File: src/sv/usv_pkg.sv
// shared types and constants for the utf-8 stream validator
package usv_pkg;

    // range rule for the first continuation byte after a lead byte
    typedef enum logic [2:0] {
        RULE_NONE = 3'd0,
        RULE_C2   = 3'd1,
        RULE_E0   = 3'd2,
        RULE_ED   = 3'd3,
        RULE_F0   = 3'd4,
        RULE_F4   = 3'd5
    } t_rule;

    // per-string decoder state
    typedef struct packed {
        logic [1:0] pending;
        t_rule      rule;
        logic       err;
    } t_state;

    localparam t_state STATE_CLEAR = '{pending: 2'd0, rule: RULE_NONE, err: 1'b0};

    localparam logic [7:0] BYTE_SPACE   = 8'h20;
    localparam logic [7:0] BYTE_DEL     = 8'h7F;
    localparam logic [7:0] BYTE_MAX     = 8'hF4;
    localparam logic [7:0] BYTE_C0      = 8'hC0;
    localparam logic [7:0] BYTE_C1      = 8'hC1;
    localparam logic [7:0] BYTE_C2      = 8'hC2;
    localparam logic [7:0] BYTE_E0      = 8'hE0;
    localparam logic [7:0] BYTE_ED      = 8'hED;
    localparam logic [7:0] BYTE_F0      = 8'hF0;
    localparam logic [7:0] BYTE_F4      = 8'hF4;
    localparam logic [7:0] BYTE_A0      = 8'hA0;
    localparam logic [7:0] BYTE_90      = 8'h90;

endpackage

File: src/sv/utf8_stream_validator.sv
// utf8_stream_validator: strict utf-8 checker, top level
//
// Input channel (i_in_valid / o_in_ready) carries one byte of a string per
// item, with i_last_byte on the final item; i_no_byte marks an item that
// carries no byte (used to end a string, or an empty one).
// Output channel (o_out_valid / i_out_ready) carries one verdict per string,
// o_valid_res = 1 when the whole string is well-formed strict utf-8.
// An accepted item sits in the input register and is decoded against the
// state register; a final item's verdict goes on into the output register,
// which drives o_out_valid. One item per cycle sustained, set by the single
// input register feeding the decode logic, unless a final item stalls.
// When the receiver stalls, the verdict holds in the output register while
// byte items keep flowing; only a second final item waits in the input
// register, and o_in_ready drops until the output register frees up.
// Reset (i_rst_n low, synchronous) empties both registers and clears the
// string state.
module utf8_stream_validator (
    input  logic       i_clk,
    input  logic       i_rst_n,
    input  logic       i_in_valid,
    output logic       o_in_ready,
    input  logic [7:0] i_byte_value,
    input  logic       i_last_byte,
    input  logic       i_no_byte,
    output logic       o_out_valid,
    input  logic       i_out_ready,
    output logic       o_valid_res
);
    import usv_pkg::*;

    logic       r_in_valid;
    logic [7:0] r_byte_value;
    logic       r_last_byte;
    logic       r_no_byte;
    t_state     r_state;
    t_state     n_state;
    logic       r_out_valid;
    logic       r_valid_res;
    logic       n_valid_res;
    logic       out_free;
    logic       fire;
    logic       in_take;

    // handshake control
    assign out_free   = !r_out_valid || i_out_ready;
    assign fire       = r_in_valid && (!r_last_byte || out_free);
    assign o_in_ready = !r_in_valid || fire;
    assign in_take    = i_in_valid && o_in_ready;

    usv_step u_step (
        .i_state      (r_state),
        .i_byte_value (r_byte_value),
        .i_last_byte  (r_last_byte),
        .i_no_byte    (r_no_byte),
        .o_state      (n_state),
        .o_valid_res  (n_valid_res)
    );

    // input register, string state and result register
    always_ff @(posedge i_clk) begin
        if (!i_rst_n) begin
            r_in_valid  <= 1'b0;
            r_state     <= STATE_CLEAR;
            r_out_valid <= 1'b0;
        end else begin
            if (in_take) begin
                r_in_valid <= 1'b1;
            end else if (fire) begin
                r_in_valid <= 1'b0;
            end
            if (fire) begin
                r_state <= n_state;
            end
            if (fire && r_last_byte) begin
                r_out_valid <= 1'b1;
            end else if (i_out_ready) begin
                r_out_valid <= 1'b0;
            end
        end
        if (in_take) begin
            r_byte_value <= i_byte_value;
            r_last_byte  <= i_last_byte;
            r_no_byte    <= i_no_byte;
        end
        if (fire && r_last_byte) begin
            r_valid_res <= n_valid_res;
        end
    end

    assign o_out_valid = r_out_valid;
    assign o_valid_res = r_valid_res;

endmodule

File: src/sv/usv_step.sv
// next-state and verdict logic for one item
module usv_step (
    input  usv_pkg::t_state i_state,
    input  logic [7:0]      i_byte_value,
    input  logic            i_last_byte,
    input  logic            i_no_byte,
    output usv_pkg::t_state o_state,
    output logic            o_valid_res
);
    import usv_pkg::*;

    t_state s_byte;
    t_state s_after;
    logic   second_ok;

    // range check for the first continuation byte
    always_comb begin
        case (i_state.rule)
            RULE_C2: second_ok = (i_byte_value >= BYTE_A0);
            RULE_E0: second_ok = (i_byte_value >= BYTE_A0);
            RULE_ED: second_ok = (i_byte_value <  BYTE_A0);
            RULE_F0: second_ok = (i_byte_value >= BYTE_90);
            RULE_F4: second_ok = (i_byte_value <  BYTE_90);
            default: second_ok = 1'b1;
        endcase
    end

    // decode one byte against the current state
    always_comb begin
        s_byte = i_state;
        if (i_state.pending != 2'd0) begin
            if (i_byte_value[7:6] != 2'b10 || !second_ok) begin
                s_byte = '{pending: 2'd0, rule: RULE_NONE, err: 1'b1};
            end else begin
                s_byte.pending = i_state.pending - 2'd1;
                s_byte.rule    = RULE_NONE;
            end
        end else if (!i_byte_value[7]) begin
            // ascii: controls and del are rejected
            if (i_byte_value < BYTE_SPACE || i_byte_value == BYTE_DEL) begin
                s_byte.err = 1'b1;
            end
        end else if (i_byte_value > BYTE_MAX || i_byte_value == BYTE_C0
                     || i_byte_value == BYTE_C1 || i_byte_value[7:6] == 2'b10) begin
            // bad lead or stray continuation byte
            s_byte = '{pending: 2'd0, rule: RULE_NONE, err: 1'b1};
        end else if (i_byte_value[7:5] == 3'b110) begin
            s_byte.pending = 2'd1;
            s_byte.rule    = (i_byte_value == BYTE_C2) ? RULE_C2 : RULE_NONE;
        end else if (i_byte_value[7:4] == 4'b1110) begin
            s_byte.pending = 2'd2;
            s_byte.rule    = (i_byte_value == BYTE_E0) ? RULE_E0 :
                             (i_byte_value == BYTE_ED) ? RULE_ED : RULE_NONE;
        end else begin
            s_byte.pending = 2'd3;
            s_byte.rule    = (i_byte_value == BYTE_F0) ? RULE_F0 :
                             (i_byte_value == BYTE_F4) ? RULE_F4 : RULE_NONE;
        end
    end

    // an item without a byte leaves the state alone
    assign s_after     = i_no_byte ? i_state : s_byte;
    assign o_valid_res = !s_after.err && (s_after.pending == 2'd0);
    assign o_state     = i_last_byte ? STATE_CLEAR : s_after;

endmodule

File: config.mk
export PLATFORM = sky130hd
export DESIGN_NAME = utf8_stream_validator
export DESIGN_NICKNAME = d
export VERILOG_FILES = /design/src/sv/usv_pkg.sv /design/src/sv/utf8_stream_validator.sv /design/src/sv/usv_step.sv
export SDC_FILE = /design/constraint.sdc
export NUM_CORES = 1
export LEC_CHECK = 0
export BUFFER_PORTS_ARGS = -buffer_cell sky130_fd_sc_hd__buf_4
export CAP_MARGIN = 5
export CELL_PAD_IN_SITES_DETAIL_PLACEMENT = 0
export CELL_PAD_IN_SITES_GLOBAL_PLACEMENT = 1
export CORE_MARGIN = 4
export CORE_UTILIZATION = 35
export DETAILED_ROUTE_END_ITERATION = 7
export PLACE_DENSITY_LB_ADDON = 0.1
export SYNTH_ARGS = -nofsm -noshare
export SYNTH_HDL_FRONTEND = slang
export SYNTH_SLANG_ARGS = --single-unit
export TNS_END_PERCENT = 5
File: constraint.sdc
create_clock -name i_clk -period 3.08 [get_ports i_clk]
set_clock_uncertainty 0.2 [all_clocks]
set_input_delay 0.462 -clock i_clk [delete_from_list [all_inputs] [get_ports i_clk]]
set_output_delay 0.462 -clock i_clk [all_outputs]
set_load 0.02 [all_outputs]
==> impl_metrics.ini, run 1 <==
[critical_path]
end_kind = flip-flop
max_stage_delay_ns = 0.43
required_ns = 2.99
critical_path_arrival_ns = 2.24
criticalPathCategory = flip-flop to flip-flop
cp_cell_sequence = inv_1, ha_1, nor2b_1, o21ai_0, a21oi_1, o311ai_1, a2111oi_2
cp_top_family = compound AO/OA/AOI/OAI gates
slowest_stage = nor2b_1
critPathMaxFanout = 5
crit_buf_inv = 1
cp-start-kind = flip-flop

[yosys]
synthDistinctLibCells = 49
synth-edff-count = 11
synthesis.nets = 128
async_flop_share_pct = 0
ys_ff_latch = 19
synth_cells = 113
seq_area_frac_synth_pct = 43.2
synth_area_per_cell_um2 = 10.0
syn_area_um2 = 1130
ys.warnings.count = 0
synthFlopType = edfxtp_1

[sta]
slew_violations = 0
worstMarginPinSlew_ns = 0.637
fmax_mhz = 429
rsz0062_at_grt = no
tns_ns = 0
relSlewSlack_pct = 57.1
min_period_ns = 2.33
setup_viol = 0
hold_violations = 0
worst_slack_ns = 0.751
period_share_pct = 75.6

[layout]
layout-drive-gt1-share_pct = 23.8
antennaDiodeCount = 0
layout.nets = 146
syn_to_final_growth_pct = 16.6
fillers = 308

[place]
dp_hpwl_um = 1960
place_congestion = 0.810
pre_cts_ws_ns = 0.782
port_buffers = 16

[global_routing]
grt_pass1_vias = 944
grt_use_total_pct = 13.4
grt_pass1_wl_um = 4370
grt_overflow_total = 0
grt_max_degree = 11
antenna_found_initial = 0

[routing]
firstDrtPassIters = 4
wl_um = 2460
dr.first_iter.drc_count = 57
avgViaCountPerCell = 5.37
wl_per_cell_um = 14.1
postRouteAntennaNets = 0
drc = 0
vias = 934

[floorplan]
rows = 20
initial_core_util_pct = 36.9
core_um2 = 3080
die_height_um = 64.9
fp.dieArea_um2 = 4220
chipWidth_um = 64.9
ios = 17

[status]
outcome = complete, no violations

[clock_network]
cts_tree = built
cts_sinks = 19
clk_pin_slew_worst_paths_ns = 0.11
htree_levels = 1
worstSkewPairLatency_ns = 0.29
postCtsHoldBufs = 0
clock-root-buffer = clkbuf_4
cts_resized = 0
cts_setup_buffers = 0
cts_buffer_depth = 2
numCtsBuffers = 3

[power]
vdd_ir_drop_max_mv = 0.218
p_leak_uw = 0.000471
p_per_area_nw_per_um2 = 376

[hold_path]
hp-class = input port to flip-flop

[flow_run]
max_cap_viol_count = 0
==> Yosys cell counts (2+ instances only) <==
library cell  number  area share (%)
edfxtp_1          11              29
dfxtp_1            8              14
inv_1              8             2.6
nand2_1            7             2.3
nor2_1             7             2.3
a21oi_1            5             2.2
a21boi_0           4             2.6
nor2b_1            4             2.2
o21ai_0            4             1.8
a31oi_1            3             1.7
nand2b_1           3             1.7
nand3_1            3             1.3
nor3b_1            3             2.0
a21boi_1           2             1.3
and2_1             2             1.1
clkbuf_1           2            0.66
nor3_1             2            0.88
o21a_1             2             1.3
o21bai_1           2             1.3
o221a_2            2             2.0
==> routing by layer <==
layer / vias up / wire length, um / global-route usage (%) / part of all wire, %
met3: 8 / 100 / 2.60 / 4.1
met2: 24 / 1190 / 21.2 / 48
met1: 436 / 1090 / 17.2 / 44
met5: - / 0 / 0 / 0
met4: 0 / 76 / 6.86 / 3.1
li1: 466 / - / - / -
==> registers in the layout, summed over array words and instances (netlist names) <==
register	cells
o_out_valid	1
o_valid_res	1
r_byte_value	8
r_in_valid	1
r_last_byte	1
r_no_byte	1
r_state	6
==> worst reg2reg max path: cells and delay by family (launching register included) <==
kind                       cells  cell delay (ns)
AOI/OAI and AO/OA              4             0.85
and+or+nand+nor                1             0.43
DFF                            1             0.35
adders and majority gates      1             0.21
buffers and inverters          1             0.11
==> through the flow <==
step	utilization, %	cell area [um^2]	power (uW)	std cells	hold WS (ns)
after floorplan	-	1130	353	113	0.274
after global placement	42.2	1300	382	170	0.313
after detailed placement	42.2	1300	382	170	0.313
after CTS	43.0	1320	504	174	0.128
after global routing	43.0	1320	528	174	0.117
final	43.0	1320	498	174	0.139
==> final cells by class <==
class	count	area [um^2]	share of cell area [%]
clock buffer	4	26.3	1.98
multi-input combinational	82	594	44.9
tap	44	55.1	4.16
timing repair buffer	17	128	9.64
sequential	19	490	37.1
inverter	8	30.0	2.27
==> kinds of logic after synthesis <==
group	synth area share, %
and+or+nand+nor	23.5
AOI/OAI and AO/OA	26.1
xor gates and xnor gates	0.772
muxes	0.882
adders and majority gates	1.10
buffers and inverters	4.41
DFF	43.2
==> report_power, final <==
| group | internal [uW] | switching [uW] |
|---|---|---|
| Sequential | 281 | 18.1 |
| Combinational | 38.6 | 37.6 |
| Clock | 50.3 | 71.5 |
==> path summary, 6_finish.rpt <==
path | from | endpoint | slack, ns | cells after the start
max reg2reg | r_state[4]$_SDFFE_PN0P_ | o_valid_res$_DFFE_PP_ | 0.75 | 7
min | i_last_byte | r_last_byte$_DFFE_PP_ | 0.14 | 1
max | r_state[4]$_SDFFE_PN0P_ | o_valid_res$_DFFE_PP_ | 0.75 | 7
min reg2reg | o_out_valid$_SDFFE_PN0P_ | o_out_valid$_SDFFE_PN0P_ | 0.33 | 2
==> placed cells by master, fill, tap and decap left out, types with 2 or more instances in the layout <==
cell type and instances:
o21a_1 2, o221a_2 2, edfxtp_1 11, a21boi_0 4
a21boi_1 2, nand2_1 7, a31oi_1 3, a21oi_1 5
and2_1 2, buf_4 17, inv_1 8, nand3_1 3
nor3b_1 3, nor2_1 7, clkbuf_4 3, o21ai_0 4
nor2b_1 4, dfxtp_1 8, nand2b_1 3, o21bai_1 2
nor3_1 2
(Power assumes the default switching activity.)
==> run 2, diff against run 1 <==
Clock period 3.08 ns to 2.34 ns, I/O delays scaled along.
==> run 2 against run 1 <==
First-iteration DRC count increased by 28%. Register-to-register slack got worse by 0.61 ns. Fmax increased by 5.7%. Cell count increased by 3.4%. Critical path depth unchanged. Critical endpoint is now r_state[2]$_SDFFE_PN0P_. Largest cell class unchanged. Utilization increased by 1.6 points. Sequential cell count unchanged. Worst hold slack got worse by 0.11 ns.
==> impl_metrics.ini, run 2 (synthesis results as in run 1) <==
[sta]
relSlewSlack_pct = 58.1
fmax_mhz = 454
period_share_pct = 94.2
min_period_ns = 2.20
tns_ns = 0
worstMarginPinSlew_ns = 0.623
hold_violations = 0
slew_violations = 0
setup_viol = 0
rsz0062_at_grt = no

[layout]
layout-drive-gt1-share_pct = 29.4
antennaDiodeCount = 0
final_common_cell = buf_4
largest_reg_flops = 8
reg_top3 = r_byte_value: 8 flops, r_state: 6 flops
layout.nets = 152
fin_util_pct = 44.6
regMostFlops = r_byte_value
mostFrequentLayoutCells = 23 x buf_4, 11 x edfxtp_1, 8 x inv_1
syn_to_final_growth_pct = 21.1

[floorplan]
chipWidth_um = 64.9
rows = 20
die_height_um = 64.9
ios = 17
initial_core_util_pct = 36.9
core_um2 = 3080
fp.dieArea_um2 = 4220

[critical_path]
required_ns = 2.36
criticalPathCategory = flip-flop to flip-flop
cp-start-kind = flip-flop
critical_path_arrival_ns = 2.23
reg2reg_to = r_state[2]$_SDFFE_PN0P_
critPathMaxFanout = 4
r2r_setup_slack_ns = 0.14
slowest_stage = nor4b_1
r2r.worst_path.cells = 7
end_kind = flip-flop
max_stage_delay_ns = 0.41
r2r-start = r_state[4]$_SDFFE_PN0P_
cp_cell_sequence = inv_1, ha_1, nor2b_2, nor4b_1, o2111ai_1, a211o_1, a21boi_1

[routing]
wl_per_cell_um = 14.1
vias = 956
drc = 0
postRouteAntennaNets = 0
wl_um = 2530
dr.first_iter.drc_count = 73
firstDrtPassIters = 4
avgViaCountPerCell = 5.31

[global_routing]
grt_pass1_wl_um = 4330
grt_use_total_pct = 13.2
grt_max_degree = 11
antenna_found_initial = 0
grt_overflow_total = 0
grt_pass1_vias = 928

[hold_path]
hp-class = input port to flip-flop
worstHoldPathCells = 1
hold_start = i_last_byte
whs_endpoint = r_last_byte$_DFFE_PP_

[place]
place_congestion = 0.754
dp_hpwl_um = 1970
port_buffers = 16

[status]
outcome = complete, no violations

[clock_network]
cts_sinks = 19
clk_pin_slew_worst_paths_ns = 0.10
htree_levels = 1
clock-root-buffer = clkbuf_4
cts_tree = built
numCtsBuffers = 3
worstSkewPairLatency_ns = 0.28
cts_buffer_depth = 2

[flow_run]
max_cap_viol_count = 0

[power]
p_per_area_nw_per_um2 = 482
p_leak_uw = 0.000503
vdd_ir_drop_max_mv = 0.266
-- run 2: cell count changes in the layout (fill, tap and decap cells not counted), sizes merged --
cell,before,now
buf,17,23
-- run 2: metrics by stage --
stage | std cells | instance area [um^2] | setup WS, ns | power [uW] | hold slack (ns)
after floorplan | 113 | 1130 | 0.249 | 464 | 0.250
after global placement | 174 | 1330 | 0.134 | 508 | 0.313
after detailed placement | 174 | 1330 | 0.104 | 509 | 0.318
after CTS | 178 | 1350 | 0.0701 | 668 | 0.0198
after global routing | 180 | 1370 | 0.00932 | 705 | 0.00524
final | 180 | 1370 | 0.137 | 662 | 0.0328
-- run 2: metal layers --
layer  track usage [%]  routed length, um  share of wire (%)
met1              18.0               1170                 46
met2              19.5               1170                 46
met3              3.12                129                5.1
met4              6.07                 57                2.3
met5                 0                  0                  0
-- run 2: power breakdown --
| part | internal [uW] | switching [uW] | total, uW |
|---|---|---|---|
| registers | 371 | 20.9 | 392 |
| clock network | 66.1 | 90.0 | 156 |
| logic | 58.7 | 55.4 | 114 |
-- run 2: area by class of cell --
type	instances	area (um^2)
inverter	8	30.0
clock buffer	4	26.3
timing repair buffer	23	173
fill	314	1700
sequential	19	493
multi-input combinational	82	597
tap	44	55.1
-- run 2: critical path: cells and delay by family (launching register included) --
family | cells | cell delay, ns
and+or+nand+nor | 2 | 0.61
adders and majority gates | 1 | 0.24
DFF | 1 | 0.37
buffers and inverters | 1 | 0.08
AOI/OAI and AO/OA | 3 | 0.65
-- run 2: worst max-delay path by stage --
stage | from | to
floorplan | r_state[4]$_SDFFE_PN0P_ | o_valid_res$_DFFE_PP_
global placement | r_state[5]$_SDFFE_PN0P_ | o_valid_res$_DFFE_PP_
detailed placement | r_state[5]$_SDFFE_PN0P_ | o_valid_res$_DFFE_PP_
CTS | r_state[5]$_SDFFE_PN0P_ | r_state[2]$_SDFFE_PN0P_
global route | r_byte_value[6]$_DFFE_PP_ | o_valid_res$_DFFE_PP_
finish | r_state[4]$_SDFFE_PN0P_ | r_state[2]$_SDFFE_PN0P_
-- run 2: timing repair --
action	in CTS	in global routing
resized for setup	0	3
hold buffers	0	0
buffers inserted	0	2
endpoints found under the setup margin	0	2
